## src/dec_pkg.sv

```systemverilog
// ----------------------------------------------------------------------------
// dec_pkg
// Shared constants, types and register indexes of the disparity error compare
// ----------------------------------------------------------------------------
package dec_pkg;

  localparam int unsigned FramePixelsLog2 = 20;
  localparam int unsigned DispBits        = 16;

  localparam int unsigned FieldW  = 16;
  localparam int unsigned ErrW    = 16;
  localparam int unsigned CapW    = 16;
  localparam int unsigned GainW   = 24;
  localparam int unsigned CountW  = 21;
  localparam int unsigned TotalW  = 36;
  localparam int unsigned ProdW   = ErrW + GainW;
  localparam int unsigned DispW   = (DispBits < FieldW) ? DispBits : FieldW;

  localparam int unsigned InDataW  = 32;
  localparam int unsigned InUserW  = 3;
  localparam int unsigned OutDataW = 104;

  localparam logic [CountW-1:0] CountLimit =
    (FramePixelsLog2 < CountW) ? CountW'(64'd1 << FramePixelsLog2) : '1;

  localparam logic [63:0] TotalRaw   = 64'd65535 << FramePixelsLog2;
  localparam logic [63:0] TotalField = 64'h0000_000F_FFFF_FFFF;
  localparam logic [TotalW-1:0] TotalLimit =
    (TotalRaw > TotalField) ? TotalField[TotalW-1:0] : TotalRaw[TotalW-1:0];

  localparam logic [0:0] RegErrorCap = 1'b0;
  localparam logic [0:0] RegGrayGain = 1'b1;

  localparam logic [CapW-1:0]  CapReset  = 16'd16;
  localparam logic [GainW-1:0] GainReset = 24'd1044480;

  typedef enum logic [2:0] {
    PixNoTruthGuess,
    PixNoTruth,
    PixMissGuess,
    PixInlier,
    PixOutlier
  } pix_kind_e;

  typedef struct packed {
    pix_kind_e       kind;
    logic [ErrW-1:0] err;
    logic            last;
  } pix_class_t;

  typedef struct packed {
    logic [7:0]        red;
    logic [7:0]        green;
    logic [7:0]        blue;
    logic [CountW-1:0] inliers;
    logic [CountW-1:0] outliers;
    logic [TotalW-1:0] total;
    logic              done;
  } pix_result_t;

endpackage

```

## src/dec_classify.sv

```systemverilog
// ----------------------------------------------------------------------------
// dec_classify
// Absolute disparity error and pixel class from one registered input beat
// ----------------------------------------------------------------------------
module dec_classify (
  input  logic [dec_pkg::FieldW-1:0] truth_i,
  input  logic [dec_pkg::FieldW-1:0] guess_i,
  input  logic                       truth_ok_i,
  input  logic                       guess_ok_i,
  input  logic                       not_finite_i,
  input  logic                       frame_end_i,
  input  logic [dec_pkg::CapW-1:0]   error_cap_i,
  output dec_pkg::pix_class_t        class_o
);

  logic signed [dec_pkg::FieldW:0]   truth_s;
  logic signed [dec_pkg::FieldW:0]   guess_s;
  logic signed [dec_pkg::FieldW+1:0] diff;
  logic        [dec_pkg::FieldW+1:0] diff_abs;
  logic        [dec_pkg::ErrW-1:0]   err;

  // take the low disparity bits as two's complement; zero-extend when DispBits > FieldW
  if (dec_pkg::DispBits > dec_pkg::FieldW) begin : g_wide
    assign truth_s = $signed({1'b0, truth_i});
    assign guess_s = $signed({1'b0, guess_i});
  end else begin : g_narrow
    assign truth_s = (dec_pkg::FieldW + 1)'($signed(truth_i[dec_pkg::DispW-1:0]));
    assign guess_s = (dec_pkg::FieldW + 1)'($signed(guess_i[dec_pkg::DispW-1:0]));
  end

  assign diff     = (dec_pkg::FieldW + 2)'(truth_s) - (dec_pkg::FieldW + 2)'(guess_s);
  assign diff_abs = diff[dec_pkg::FieldW+1] ? (dec_pkg::FieldW + 2)'(-diff)
                                            : (dec_pkg::FieldW + 2)'(diff);
  assign err      = diff_abs[dec_pkg::ErrW-1:0];

  always_comb begin
    class_o.last = frame_end_i;
    class_o.err  = err;
    if (!truth_ok_i) begin
      class_o.kind = guess_ok_i ? dec_pkg::PixNoTruthGuess : dec_pkg::PixNoTruth;
    end else if (!guess_ok_i) begin
      class_o.kind = dec_pkg::PixMissGuess;
    end else if (not_finite_i || (err > error_cap_i)) begin
      class_o.kind = dec_pkg::PixOutlier;
      class_o.err  = error_cap_i;
    end else begin
      class_o.kind = dec_pkg::PixInlier;
    end
  end

endmodule

```

## src/dec_accum.sv

```systemverilog
// ----------------------------------------------------------------------------
// dec_accum
// Grey scaling, saturating frame statistics and the result register
// ----------------------------------------------------------------------------
module dec_accum (
  input  logic                      clk_i,
  input  logic                      rst_ni,
  input  logic                      step_i,
  input  dec_pkg::pix_class_t       class_i,
  input  logic [dec_pkg::GainW-1:0] gray_gain_i,
  output dec_pkg::pix_result_t      result_o
);

  logic [dec_pkg::CountW-1:0] inl_q, inl_d, inl_new;
  logic [dec_pkg::CountW-1:0] outl_q, outl_d, outl_new;
  logic [dec_pkg::TotalW-1:0] total_q, total_d, total_new;
  logic [dec_pkg::TotalW:0]   total_sum;
  logic [dec_pkg::ProdW-1:0]  prod;
  logic [7:0]                 grey;
  dec_pkg::pix_result_t       result_q, result_d;

  assign prod = dec_pkg::ProdW'(class_i.err) * dec_pkg::ProdW'(gray_gain_i);
  assign grey = (|prod[dec_pkg::ProdW-1:24]) ? 8'hFF : prod[23:16];

  assign total_sum = (dec_pkg::TotalW + 1)'(total_q) + (dec_pkg::TotalW + 1)'(class_i.err);

  always_comb begin
    inl_new   = inl_q;
    outl_new  = outl_q;
    total_new = total_q;
    case (class_i.kind)
      dec_pkg::PixMissGuess, dec_pkg::PixOutlier: begin
        if (outl_q < dec_pkg::CountLimit) outl_new = outl_q + 1'b1;
      end
      dec_pkg::PixInlier: begin
        if (inl_q < dec_pkg::CountLimit) inl_new = inl_q + 1'b1;
        total_new = (total_sum > {1'b0, dec_pkg::TotalLimit}) ? dec_pkg::TotalLimit
                                                              : total_sum[dec_pkg::TotalW-1:0];
      end
      default: ;
    endcase
  end

  always_comb begin
    result_d.inliers  = inl_new;
    result_d.outliers = outl_new;
    result_d.total    = total_new;
    result_d.done     = class_i.last;
    case (class_i.kind)
      dec_pkg::PixNoTruthGuess: begin
        result_d.red = 8'h00; result_d.green = 8'hFF; result_d.blue = 8'h00;
      end
      dec_pkg::PixNoTruth: begin
        result_d.red = 8'h00; result_d.green = 8'h00; result_d.blue = 8'hFF;
      end
      dec_pkg::PixMissGuess: begin
        result_d.red = 8'hFF; result_d.green = 8'h00; result_d.blue = 8'h00;
      end
      default: begin
        result_d.red = grey; result_d.green = grey; result_d.blue = grey;
      end
    endcase
  end

  // statistics clear after the last pixel of a frame
  assign inl_d   = class_i.last ? '0 : inl_new;
  assign outl_d  = class_i.last ? '0 : outl_new;
  assign total_d = class_i.last ? '0 : total_new;

  always_ff @(posedge clk_i or negedge rst_ni) begin
    if (!rst_ni) begin
      inl_q   <= '0;
      outl_q  <= '0;
      total_q <= '0;
    end else if (step_i) begin
      inl_q   <= inl_d;
      outl_q  <= outl_d;
      total_q <= total_d;
    end
  end

  always_ff @(posedge clk_i) begin
    if (step_i) begin
      result_q <= result_d;
    end
  end

  assign result_o = result_q;

endmodule

```

## src/disparity_error_compare.sv

```systemverilog
// ----------------------------------------------------------------------------
// disparity_error_compare
// Per-pixel disparity error colouring with running inlier/outlier statistics
// ----------------------------------------------------------------------------
//  channel   dir  handshake              payload
//  s_axis    in   tvalid/tready          tdata truth,guess; tuser flags; tlast
//  m_axis    out  tvalid/tready          tdata colour and totals; tlast done
//  cfg       in   cfg_we_i               cfg_idx_i, cfg_data_i
//
//  one beat per cycle in and out while m_axis is not stalled; a beat passes
//  the input register, class register and result register in that order
//  m_axis stall freezes all three stages; s_axis_tready is low only then
//  reset clears the valid bits and statistics and loads the config registers; no clearing pass
// ----------------------------------------------------------------------------
module disparity_error_compare (
  input  logic                         clk_i,
  input  logic                         rst_ni,

  input  logic                         s_axis_tvalid,
  output logic                         s_axis_tready,
  input  logic [dec_pkg::InDataW-1:0]  s_axis_tdata,  // truth_value, guess_value
  input  logic [dec_pkg::InUserW-1:0]  s_axis_tuser,  // truth_ok, guess_ok, not_finite
  input  logic                         s_axis_tlast,  // frame_end

  output logic                         m_axis_tvalid,
  input  logic                         m_axis_tready,
  output logic [dec_pkg::OutDataW-1:0] m_axis_tdata,  // red, green, blue, inliers_so_far,
                                                      // outliers_so_far, inlier_error_total
  output logic                         m_axis_tlast,  // frame_done

  input  logic                         cfg_we_i,
  input  logic [0:0]                   cfg_idx_i,
  input  logic [dec_pkg::GainW-1:0]    cfg_data_i
);

  logic                        step;
  logic                        v1_q, v2_q, v3_q;
  logic [dec_pkg::FieldW-1:0]  truth_q, guess_q;
  logic                        truth_ok_q, guess_ok_q, not_finite_q, last_q;
  logic [dec_pkg::CapW-1:0]    cap_q;
  logic [dec_pkg::GainW-1:0]   gain_q;
  dec_pkg::pix_class_t         class_d, class_q;
  dec_pkg::pix_result_t        result;

  assign step          = !v3_q || m_axis_tready;
  assign s_axis_tready = step;

  always_ff @(posedge clk_i or negedge rst_ni) begin
    if (!rst_ni) begin
      cap_q  <= dec_pkg::CapReset;
      gain_q <= dec_pkg::GainReset;
    end else if (cfg_we_i) begin
      unique case (cfg_idx_i)
        dec_pkg::RegErrorCap: cap_q  <= cfg_data_i[dec_pkg::CapW-1:0];
        dec_pkg::RegGrayGain: gain_q <= cfg_data_i;
      endcase
    end
  end

  always_ff @(posedge clk_i or negedge rst_ni) begin
    if (!rst_ni) begin
      v1_q <= 1'b0;
      v2_q <= 1'b0;
      v3_q <= 1'b0;
    end else if (step) begin
      v1_q <= s_axis_tvalid;
      v2_q <= v1_q;
      v3_q <= v2_q;
    end
  end

  always_ff @(posedge clk_i) begin
    if (step) begin
      truth_q      <= s_axis_tdata[15:0];
      guess_q      <= s_axis_tdata[31:16];
      truth_ok_q   <= s_axis_tuser[0];
      guess_ok_q   <= s_axis_tuser[1];
      not_finite_q <= s_axis_tuser[2];
      last_q       <= s_axis_tlast;
      class_q      <= class_d;
    end
  end

  dec_classify u_classify (
    .truth_i      (truth_q),
    .guess_i      (guess_q),
    .truth_ok_i   (truth_ok_q),
    .guess_ok_i   (guess_ok_q),
    .not_finite_i (not_finite_q),
    .frame_end_i  (last_q),
    .error_cap_i  (cap_q),
    .class_o      (class_d)
  );

  dec_accum u_accum (
    .clk_i       (clk_i),
    .rst_ni      (rst_ni),
    .step_i      (step && v2_q),
    .class_i     (class_q),
    .gray_gain_i (gain_q),
    .result_o    (result)
  );

  assign m_axis_tvalid = v3_q;
  assign m_axis_tdata  = {2'b00, result.total, result.outliers, result.inliers,
                          result.blue, result.green, result.red};
  assign m_axis_tlast  = result.done;

endmodule

```

## config.mk

```make
export PLATFORM = sky130hd
export DESIGN_NAME = disparity_error_compare
export DESIGN_NICKNAME = d
export VERILOG_FILES = /design/src/dec_pkg.sv /design/src/dec_classify.sv /design/src/dec_accum.sv /design/src/disparity_error_compare.sv
export SDC_FILE = /design/constraint.sdc
export NUM_CORES = 1
export LEC_CHECK = 0
export BUFFER_PORTS_ARGS = -buffer_cell sky130_fd_sc_hd__buf_2
export CORE_MARGIN = 4
export CORE_UTILIZATION = 57
export DETAILED_ROUTE_END_ITERATION = 7
export GPL_TIMING_DRIVEN = 0
export PLACE_DENSITY = 0.79
export SYNTH_ARGS = -nofsm -noshare
export SYNTH_HDL_FRONTEND = slang
export SYNTH_SLANG_ARGS = --single-unit
```

## constraint.sdc

```tcl
create_clock -name clk_i -period 7.1 [get_ports clk_i]
set_input_delay 0.355 -clock clk_i [delete_from_list [all_inputs] [get_ports clk_i]]
set_output_delay 0.355 -clock clk_i [all_outputs]
set_load 0.05 [all_outputs]
```

======== Word level (Yosys, flattened, before mapping) ========
Index checks and enable logic that the tools add are counted.
storage, ports and cells
  input port bits ......................... 66
  output and inout bits ................... 107
  bits in registers ....................... 280
cells by class
  bitwise operators ....................... 1
  equal/unequal tests ..................... 4
  multipliers ............................. 1
  muxes and demuxes ....................... 19
  order comparisons ....................... 4
  add/subtract/negate cells ............... 5
  reductions and logical operators ........ 9
operator list
  cell                                                                               count
  21-bit 2-to-1 mux                                                                  6
  36-bit 2-to-1 mux                                                                  3
  24-bit case mux with 3 select lines                                                1
  16-bit 2-to-1 mux                                                                  4
  21-bit by 1-bit adder with 21-bit output, second input constant                    2
  21-bit less-than comparator, second input constant                                 2
  16-bit by 24-bit multiplier with 40-bit output                                     1
  36-bit by 16-bit adder with 37-bit output                                          1
  37-bit by 36-bit greater-than comparator with 1-bit output, second input constant  1
  16-bit by 16-bit subtractor with 17-bit output                                     1
  16-bit greater-than comparator                                                     1
  16-bit negation                                                                    1
  16-bit OR reduction                                                                1
  3-bit 2-to-1 mux                                                                   3
  8-bit 2-to-1 mux                                                                   1
  3-bit by 2-bit equality test with 1-bit output, second input constant              2
  2-bit AND reduction                                                                2
  3-bit by 1-bit equality test with 1-bit output, second input constant              1
  3-bit equality test, second input constant                                         1
  3-bit logical NOT                                                                  1
  1-bit logical OR                                                                   2
  2-bit OR reduction                                                                 1
  1-bit logical AND                                                                  1
  1-bit logical NOT                                                                  1
  2 further kinds                                                                    2

======== Longest topological paths before layout ========
Gate-level depths: netlist of run 1.
  depth in word-level cells ............... 8
  mapped depth ............................ 28
  gate-level depth less buffers ........... 25

======== Hierarchy ========
A second synthesis of run 1 with hierarchy kept.
unflattened totals
  cells, all modules ...................... 2707
  area total of the unflattened synthesis .. 26864.5 sq um
modules (own cells, without submodules)
  module                   cells an instance  seq. area each (sq um)  area an instance (sq um)  instances
  dec_accum                2287               5044.8                  21539.4                   1
  disparity_error_compare  153                2768.9                  3465.8                    1
  dec_classify             267                0.0                     1859.3                    1

======== Worst setup path before layout of run 1 ========
OpenSTA, ideal clock, no wires.
  path type ............................... flip-flop to flip-flop
  from .................................... register gain_q[13] (netlist bit)
  to ...................................... register u_accum.result_q (netlist bit u_accum.result_o[79]), data pin
  stages on the path, launching flop included .. 25
  data arrival time ....................... 6.711 ns
  library setup time ...................... 0.282 ns
  path slack .............................. 0.107 ns
  clock period less this slack ............ 6.993 ns
  required time ........................... 6.818 ns
  buffers on the path ..................... 1
  cell sequence ........................... dfstp_2 > clkbuf_1 > nand2_1 > fa_1 > inv_1 > fa_1 > inv_1 > fa_1 > inv_1 > fa_1 > fa_1 > inv_1 > fa_1 > inv_1 > ha_1 > and4_1 > nand2_1 > o31ai_4 > a31oi_1 > or4b_1 > a41oi_1 > and4_1 > nand4_4 > a21oi_2 > a21oi_1
RTL lines
  item                      line                           text
  start: declaration        disparity_error_compare.sv:41  logic [dec_pkg::GainW-1:0] gain_q;
  start signal: assignment  disparity_error_compare.sv:51  gain_q <= dec_pkg::GainReset;
  start signal: assignment  disparity_error_compare.sv:55  dec_pkg::RegGrayGain: gain_q <= cfg_data_i;
  end signal: assignment    dec_accum.sv:84                result_q <= result_d;
  end: declaration          dec_accum.sv:20                dec_pkg::pix_result_t result_q, result_d;

==> results of run 1 <==
[layer usage]
layer,vias to the layer above,share of wire [%],track usage [%]
li1,9430,-,-
met1,10600,39,38.2
met2,925,49,51.0
met3,216,7.4,4.65
met4,0,4.6,12.0
met5,-,0,0
[worst max-delay path by stage]
stage / start / to / slack [ns] / cells after the start
after CTS: class_q[3] / u_accum.result_o[80] / -0.01 / 25
after global routing: class_q[5] / u_accum.result_o[96] / -0.22 / 24
final: gain_q[2] / u_accum.result_o[101] / -0.02 / 23
after detailed placement: class_q[4] / u_accum.result_o[86] / -1.43 / 23
after global placement: m_axis_tready / u_accum.inl_q[6] / -2.04 / 8
after floorplan: gain_q[13] / u_accum.result_o[79] / 0.11 / 24
[synth_stat cells, drive strengths merged, types with 55 or more instances]
cell type and instances:
inv 396, nand2 315, fa 307, and2 220, ha 160, edfxtp 159
o21ai 136, a21oi 116, dfrtp 112, clkbuf 105, nor2 76, xnor2 55
[logic make-up after synthesis]
| logic type | synth area share [%] |
|---|---|
| buffers and inverters | 7.65 |
| muxes | 2.33 |
| other | 0.0141 |
| and+or+nand+nor | 15.7 |
| xor gates and xnor gates | 3.17 |
| AOI/OAI and AO/OA | 11.0 |
| DFF | 29.5 |
| adders and majority gates | 30.7 |
[sequential cells by signal (all words and copies together), names as in the netlist]
register / count
guess_ok_q: 1
truth_q: 16
guess_q: 16
truth_ok_q: 1
gain_q: 24
not_finite_q: 1
last_q: 1
u_accum.result_o: 103
cap_q: 16
v1_q: 1
v2_q: 1
m_axis_tvalid: 1
u_accum.outl_q: 21
u_accum.total_q: 36
u_accum.inl_q: 21
class_q: 20
[cells in the final DEF (no fill, tap or decap), types with 11 or more instances in the layout]
cell             n
inv_1          388
nand2_1        305
fa_1           299
and2_1         216
buf_2          179
edfxtp_1       159
ha_1           147
o21ai_0        108
dfrtp_1        103
a21oi_1         95
nor2_1          73
buf_4           70
xnor2_1         55
clkbuf_1        51
nand3_1         48
mux2_2          44
a22o_1          42
xor2_1          41
dlygate4sd3_1   41
clkbuf_16       31
nor3_1          29
nand4_1         24
a21o_1          22
o21ai_1         21
clkbuf_2        20
and3_1          20
nand2b_1        17
a21oi_2         15
clkbuf_4        12
buf_6           11
a31oi_1         11
mux2i_1         11
[layout make-up]
class	count	area [um^2]	share of cell area, %
Tap cell	600	751	2.43
Multi-Input combinational cell	1872	17200	55.7
Antenna cell	1	2.50	0.00810
Clock inverter	20	190	0.615
Sequential cell	280	7830	25.3
Buffer	119	751	2.43
Timing Repair Buffer	282	1890	6.11
Clock buffer	36	783	2.53
Inverter	396	1490	4.81
[stage by stage]
stage	hold WS [ns]	TNS [ns]
after floorplan	0.0594	0
after global placement	0.401	-160.71
after detailed placement	0.293	-31.81
after CTS	0.0113	-0.0580
after global routing	0.0191	-4.40
final	0.0296	-0.0336
[worst max-delay path, cell delays in order (launching register included)]
cell and delay (ns):
dfrtp_1 0.53, clkbuf_2 0.33, nand2_1 0.13, fa_1 0.52
fa_1 0.56, inv_1 0.07, fa_1 0.50, fa_1 0.43
fa_1 0.53, inv_2 0.04, fa_1 0.52, inv_2 0.05
ha_4 0.25, and4_4 0.21, and2_4 0.17, a22oi_2 0.31
nand2_2 0.16, a2111oi_4 0.40, a311oi_2 0.12, xor2_1 0.21
a31oi_4 0.20, nand4_4 0.17, a21oi_4 0.27, a21oi_1 0.13
[repair_timing]
item | CTS | global route
setup endpoints to repair | 24 | 32
endpoints found under the hold margin | 75 | 0
pin swaps | 29 | 49
gates resized for setup | 168 | 86
setup buffers | 46 | 22
hold buffers | 41 | 0
==> flow_summary_export.csv, run 1 <==
group,metric,value,unit
global_routing,grt_pass1_vias,22100,
worst_setup_path,worst_setup_path_end_kind,"register",
synth,synthesis.instances,2675,
floorplan,die_w,224,um
floorplan,coreArea,45700,um^2
worst_setup_path,r2r_cells,23,
worst_setup_path,path_class,"reg -> reg",
floorplan,std_cell_rows,78,
synth,synthFlopType,"edfxtp_1",
synth,synth_warnings,0,
placement,place_area,28200,um^2
placement,dp_cells,3449,
sta,setup_viol,6,
cts,cts_buffer_depth,3,
floorplan,io_pins,173,
cts,cts_buffers,30,
worst_setup_path,rrSetupSlack,-0.02,ns
final_layout,area_delta_synth_final,16.6,%
global_routing,antenna_found_initial,1,
worst_setup_path,worstPathRequired,7.39,ns
sta,fin_worst_skew,0.0278,ns
synth,yosys_register_bits,280,
drt,drt-initial-drc-count,1550,
hold_path,hp-class,"in -> reg",
global_routing,grt_remaining_overflow,0,
cts,cts.sinks,280,
placement,portBuffers,170,
floorplan,start_util,58.0,%
global_routing,grt_max_degree,84,
drt,via_per_inst,5.86,
drt,num_vias,21100,
synth,async_reset_ff_share,43.2,%
final_layout,final_cells,3606,
placement,routabilityCongestion,0.953,
synth,synth_area,26500,um^2
job,max_cap_viol_count,0,
final_layout,fin_area,30900,um^2
sta,slew-limit-headroom,40.7,%
hold_path,whs_path_depth,2,
worst_setup_path,worstSetupStartpointType,"register",
placement,hpwl,56500,um
placement,dp_slack,-1.43,ns
global_routing,grt_pass1_wl,119000,um
worst_setup_path,cp_max_fo,10,
sta,finalMaxSlewViolations,0,
sta,rsz0062_at_grt,"true",
sta,min_period_over_period,100,%
drt,dr.pass1.iters,8,
final_layout,final_core_util,67.7,%
floorplan,die_area,50000,um^2
synth,post-synth-top-area-cell,"fa_1",
synth,avgSynthCellArea,9.91,um^2
worst_setup_path,crit_arrival,7.41,ns
cts,htreeDepth,1,
drt,postRouteAntennaNets,0,
synth,synth_edf_count,159,
hold_path,hold_end,"v1_q",
sta,final.setup.worst_slack,-0.0231,ns
drt,drc,0,
final_layout,fin_nets,3514,
cts,clk_pin_slew,0.08,ns
sta,finalHoldViolCount,0,
worst_setup_path,r2r-end,"u_accum.result_o[101]",
synth,netlist.area_leader.share,23.2,%
final_layout,drive_above_1_share,18.1,%
global_routing,grt_usage,29.8,%
worst_setup_path,timing.rr.start,"gain_q[2]",
hold_path,hold_start,"s_axis_tvalid",
drt,wl_per_cell,20.7,um
synth,synth_area_leaders,"fa_1 23%, edfxtp_1 18%, dfrtp_1 11%",
outcome,status,"complete, but fails checks",
sta,worstMarginPinSlew,0.886,ns
sta,fin_crit,7.12,ns
floorplan,die_h,224,um
cts,cts_tree,"done",
cts,clk_latency,0.58,ns
outcome,violations,"negative setup slack",
cts,root_buffer,"clkbuf_16",
final_layout,fillers,3429,
synth,yosysUniqueCellTypes,93,
sta,max_freq,140,MHz
synth,seq_area_frac_synth,29.5,%
drt,finalWirelength,74600,um
Power of run 1 is left out: the tool's default activity adds up to more than one toggle a clock period on the data nets, which glitch-free logic cannot reach.
==> run 2: changes to the inputs <==
--- a/config.mk
+++ b/config.mk
@@ -6,10 +6,12 @@
 export NUM_CORES = 1
 export LEC_CHECK = 0
 export BUFFER_PORTS_ARGS = -buffer_cell sky130_fd_sc_hd__buf_2
+export CORE_ASPECT_RATIO = 0.75
 export CORE_MARGIN = 4
 export CORE_UTILIZATION = 57
 export DETAILED_ROUTE_END_ITERATION = 7
 export GPL_TIMING_DRIVEN = 0
+export MAX_ROUTING_LAYER = met4
 export PLACE_DENSITY = 0.79
 export SYNTH_ARGS = -nofsm -noshare
 export SYNTH_HDL_FRONTEND = slang
==> run 2 against run 1 <==
Compared with the run above: the flow still finishes with violations (negative setup slack); wire length increased by 6.7%; final area increased by 0.86%; sequential cell count unchanged; fmax decreased by 2.6%; core utilization increased by 0.057 points; sequential share of layout area decreased by 0.21 points; critical endpoint is now u_accum.result_o[97].
==> flow_summary_export.csv, run 2 (same netlist as run 1, synthesis figures left out) <==
group,metric,value,unit
drt,drt-initial-drc-count,2335,
worst_setup_path,crit_chain,"clkbuf_16 -> buf_6 -> nand2_1 -> fa_1 -> fa_1 -> fa_1 -> fa_1 -> fa_1 -> inv_1 -> fa_1 -> ha_1 -> o21ai_0 -> nor2_1 -> a221oi_2 -> nand2_1 -> a31oi_4 -> a22o_1 -> nor4_4 -> and4_4 -> nand4_4 -> buf_12 -> a21oi_4 -> buf_12 -> a21oi_1",
worst_setup_path,r2r_cells,24,
worst_setup_path,r2r-end,"u_accum.result_o[97]",
final_layout,largest_reg_flops,103,
floorplan,io_pins,173,
sta,setup_viol,24,
final_layout,multi_input_area,17300,um^2
cts,htreeDepth,1,
cts,cts_buffers,28,
worst_setup_path,cpMostUsedCell,"fa_1",
job,max_cap_viol_count,0,
final_layout,register_area,7830,um^2
final_layout,layout_commonest_cell,"inv_1",
final_layout,fillers,3506,
cts,cts.sinks,280,
drt,finalWirelength,79600,um
floorplan,die_w,257,um
global_routing,grt_use_met1,45.7,%
cts,root_buffer,"clkbuf_16",
worst_setup_path,worst_setup_path_end_kind,"register",
sta,fin_worst_skew,0.0167,ns
global_routing,grt_usage,32.5,%
global_routing,grt_max_degree,67,
sta,min_period_over_period,103,%
worst_setup_path,max_stage_delay,0.67,ns
global_routing,busiest_layer,"met2",
sta,slew-limit-headroom,32.3,%
placement,place_area,28200,um^2
cts,cts_tree,"done",
placement,hpwl,59100,um
floorplan,die_h,195,um
sta,worstMarginPinSlew,1.01,ns
worst_setup_path,crit_path_start,"gain_q[13]",
sta,finalMaxSlewViolations,0,
cts,cts_buffer_depth,3,
worst_setup_path,crit_arrival,7.57,ns
drt,wl_per_cell,21.8,um
placement,routabilityCongestion,1.08,
worst_setup_path,slowest_stage,"dfstp_2",
sta,finalHoldViolCount,0,
placement,portBuffers,170,
worst_setup_path,cp_max_fo,8,
cts,clk_pin_slew,0.06,ns
outcome,violations,"negative setup slack",
sta,rsz0062_at_grt,"true",
placement,dp_slack,-1.89,ns
outcome,status,"complete, but fails checks",
global_routing,use_met3,10.1,%
worst_setup_path,path_class,"reg -> reg",
worst_setup_path,worstSetupStartpointType,"register",
placement,dp_cells,3478,
cts,clk_latency,0.57,ns
floorplan,start_util,57.6,%
drt,drc,0,
worst_setup_path,timing.rr.start,"gain_q[13]",
floorplan,std_cell_rows,68,
final_layout,fin_area,31200,um^2
final_layout,area_delta_synth_final,17.6,%
floorplan,coreArea,46000,um^2
worst_setup_path,rrSetupSlack,-0.22,ns
drt,via_per_inst,5.93,
final_layout,final_cells,3645,
global_routing,grt_pass1_vias,22000,
hold_path,hold_start,"cfg_data_i[20]",
global_routing,grt_remaining_overflow,0,
worst_setup_path,cp-endpoint,"u_accum.result_o[97]",
global_routing,antenna_found_initial,4,
hold_path,hp-class,"in -> reg",
global_routing,grtUsageMet2,46.3,%
floorplan,die_area,50100,um^2
sta,fin_crit,7.32,ns
sta,whs,0.0269,ns
worst_setup_path,worstPathRequired,7.36,ns
final_layout,fin_nets,3521,
drt,num_vias,21600,
final_layout,drive_above_1_share,18.7,%
final_layout,mostFrequentLayoutCells,"389 x inv_1, 307 x nand2_1, 303 x fa_1",
global_routing,grt_pass1_wl,124000,um
sta,max_freq,137,MHz
drt,postRouteAntennaNets,0,
sta,final.setup.worst_slack,-0.216,ns
drt,dr.pass1.iters,6,
==> run 2: per-stage QoR <==
step / TNS, ns / util (%)
detailed placement: -43.02 / 61.3
finish: -4.56 / 67.7
CTS: -1.36 / 67.5
floorplan: 0 / -
global route: -8.34 / 67.7
global placement: -176.40 / 61.2
==> run 2: final cells by class <==
| type | instances | area share [%] |
|---|---|---|
| clock inverters | 13 | 0.606 |
| inverters | 396 | 4.77 |
| flip-flops and latches | 280 | 25.1 |
| diodes | 5 | 0.0401 |
| clock buffers | 39 | 2.68 |
| well taps | 630 | 2.53 |
| repair buffers | 288 | 6.24 |
| plain buffers | 122 | 2.64 |
| multi-input cells | 1872 | 55.4 |
==> run 2: routing by layer <==
layer | part of all wire [%] | vias up
met5 | 0 | -
met4 | 3.1 | 0
met3 | 13 | 167
met2 | 43 | 1162
met1 | 41 | 10800
li1 | - | 9465
==> run 2: worst min-delay path by stage <==
stage                       endpoint  slack (ns)  depth (start not counted)
floorplan                   cap_q[0]        0.06                          0
global placement          class_q[0]        0.40                          0
detailed placement  u_accum.inl_q[7]        0.36                          1
CTS                       gain_q[20]      0.0008                          2
global route              gain_q[20]        0.02                          2
finish                    gain_q[20]        0.03                          2
==> run 2: worst max-delay path, delay by kind of cell (launching register included) <==
family	cells	cell delay, ns
adder cells (fa/ha/maj)	7	3.62
AND/OR/NAND/NOR	6	1.19
AO/OA/AOI/OAI	6	0.79
buffers and inverters	5	0.73
flip-flops	1	0.67
==> run 2: repair_timing <==
item / in CTS / in global routing
hold buffers: 37 / 0
setup buffers: 74 / 5
endpoints found under the setup margin: 24 / 33
pin swaps: 49 / 9
endpoints found under the hold margin: 83 / 0
resized for setup: 245 / 14
Power of run 2 is left out for the same reason.
==> run 3: changes to the inputs <==
--- a/config.mk
+++ b/config.mk
@@ -12,7 +12,7 @@
 export DETAILED_ROUTE_END_ITERATION = 7
 export GPL_TIMING_DRIVEN = 0
 export MAX_ROUTING_LAYER = met4
-export PLACE_DENSITY = 0.79
+export PLACE_DENSITY_LB_ADDON = 0.05
 export SYNTH_ARGS = -nofsm -noshare
 export SYNTH_HDL_FRONTEND = slang
 export SYNTH_SLANG_ARGS = --single-unit
==> run 3 against run 2 <==
Compared with the run above: sequential share of layout area shrank 0.075 points; critical path type unchanged; fmax decreased by 0.55%; first-iteration DRC count down 16%; setup slack lost 0.040 ns; critical endpoint is now u_accum.result_o[98]; the flow still finishes with violations (negative setup slack); final area increased by 0.32%; hold slack improved by 0.0043 ns; wire length increased by 1.3%; non-clock buffer count grew 16.
==> flow_summary_export.csv, run 3 (same netlist as run 1, synthesis figures left out) <==
group,metric,value,unit
outcome,status,"complete, but fails checks",
outcome,violations,"negative setup slack",
worst_setup_path,r2r-end,"u_accum.result_o[98]",
worst_setup_path,slowest_stage,"fa_1",
job,max_cap_viol_count,0,
final_layout,final_cells,3657,
sta,fin_crit,7.36,ns
sta,rsz0062_at_grt,"true",
sta,min_period_over_period,104,%
hold_path,hold_start,"cfg_data_i[8]",
sta,worstMarginPinSlew,1.07,ns
floorplan,std_cell_rows,68,
floorplan,start_util,57.6,%
placement,dp_cells,3480,
drt,dr.pass1.iters,5,
cts,cts_tree,"done",
worst_setup_path,timing.rr.start,"class_q[16]",
final_layout,final_core_util,67.9,%
sta,max_freq,136,MHz
floorplan,die_h,195,um
cts,clk_latency,0.55,ns
hold_path,hp-class,"in -> reg",
worst_setup_path,path_depth,22,
placement,portBuffers,170,
drt,wl_per_cell,22.0,um
worst_setup_path,cpMostUsedCell,"fa_1",
worst_setup_path,cp_max_fo,10,
cts,cts_buffers,27,
cts,cts.sinks,280,
worst_setup_path,worstPathRequired,7.34,ns
global_routing,grt_max_degree,83,
placement,hpwl,60300,um
worst_setup_path,worst_setup_path_end_kind,"register",
global_routing,grt_remaining_overflow,0,
worst_setup_path,crit_chain,"clkbuf_1 -> and2_1 -> fa_1 -> fa_1 -> fa_1 -> fa_1 -> fa_1 -> inv_1 -> fa_1 -> inv_1 -> ha_1 -> and3_4 -> nand3_2 -> o32ai_4 -> a2111oi_4 -> a311oi_2 -> a211oi_1 -> a31oi_1 -> nand4_4 -> a21oi_4 -> buf_12 -> a21oi_2",
worst_setup_path,max_stage_delay,0.55,ns
worst_setup_path,crit_path_start,"class_q[16]",
drt,drc,0,
worst_setup_path,crit_family,"adder cells",
final_layout,area_delta_synth_final,18.0,%
worst_setup_path,rrSetupSlack,-0.26,ns
drt,wl_met2,33200,um
floorplan,io_pins,173,
sta,slew-limit-headroom,28.1,%
floorplan,die_w,257,um
final_layout,mostFrequentLayoutCells,"386 x inv_1, 310 x nand2_1, 295 x fa_1",
drt,postRouteAntennaNets,0,
worst_setup_path,r2r_cells,22,
sta,finalMaxSlewViolations,0,
drt,wl_met3,9510,um
worst_setup_path,path_class,"reg -> reg",
cts,htreeDepth,1,
floorplan,coreArea,46000,um^2
drt,drt-initial-drc-count,1952,
sta,whs,0.0313,ns
worst_setup_path,cp-endpoint,"u_accum.result_o[98]",
placement,routabilityCongestion,1.03,
worst_setup_path,worstSetupStartpointType,"register",
global_routing,grt_pass1_wl,124000,um
global_routing,grt_pass1_vias,21100,
drt,via_per_inst,5.75,
drt,finalWirelength,80600,um
global_routing,grt_usage,33.0,%
sta,final.setup.worst_slack,-0.256,ns
drt,m1WireLength,36600,um
sta,finalHoldViolCount,0,
final_layout,largest_reg_flops,103,
drt,num_vias,21000,
cts,cts_buffer_depth,3,
floorplan,die_area,50100,um^2
worst_setup_path,crit_arrival,7.59,ns
sta,fin_worst_skew,0.0222,ns
final_layout,drive_above_1_share,19.6,%
worst_setup_path,worst-path-buf-inv,4,
sta,setup_viol,24,
cts,root_buffer,"clkbuf_16",
cts,clk_pin_slew,0.07,ns
global_routing,antenna_found_initial,5,
drt,top_layer_used,"met4",
final_layout,fin_nets,3536,
final_layout,layout_commonest_cell,"inv_1",
-- run 3: cell count changes in the layout (fill, tap and decap cells not counted), sizes merged --
| cell | previous run | this run |
|---|---|---|
| clkinv | 5 | 11 |
| inv | 399 | 397 |
| bufinv | 4 | 3 |
| buf | 276 | 308 |
| diode | 5 | 4 |
| clkbuf | 136 | 114 |
-- run 3: layout make-up --
class	count	area, um^2
Antenna cell	4	10.0
Buffer	119	823
Clock buffer	33	728
Clock inverter	16	165
Fill cell	3657	14800
Inverter	396	1490
Multi-Input combinational cell	1872	17300
Sequential cell	280	7830
Tap cell	630	788
Timing Repair Buffer	307	2150
-- run 3: per-layer routing --
metal	up-vias	track usage [%]
met5	-	-
met4	0	4.81
met3	104	10.4
met2	933	44.5
met1	10500	50.0
li1	9500	-
-- run 3: metrics by stage --
stage / area (um^2) / TNS (ns) / worst slack [ns]
after floorplan: 26500 / 0 / 0.107
after global placement: 28100 / -188.20 / -2.29
after detailed placement: 28200 / -40.32 / -1.78
after CTS: 30700 / -5.66 / -0.253
after global routing: 31300 / -10.05 / -0.446
final: 31300 / -5.40 / -0.256
-- run 3: worst min path at each step --
stage	depth (start not counted)	end
global route	2	gain_q[20]
CTS	2	gain_q[23]
floorplan	0	cap_q[0]
finish	3	cap_q[8]
detailed placement	1	u_accum.inl_q[11]
global placement	0	class_q[0]
-- run 3: tightest hold or removal path: cells and delay by family --
kind / cells / cell delay, ns
buffers and inverters: 1 / 0.09
AND/OR/NAND/NOR: 1 / 0.04
AO/OA/AOI/OAI: 1 / 0.06
-- run 3: repair_timing --
| action | CTS | global route |
|---|---|---|
| cloned | 1 | 0 |
| hold endpoints to repair | 75 | 0 |
| pin swaps | 34 | 45 |
| setup endpoints to repair | 24 | 32 |
| resized for setup | 187 | 122 |
| hold buffers | 37 | 0 |
| setup buffers | 71 | 24 |
Power of run 3 is left out for the same reason.
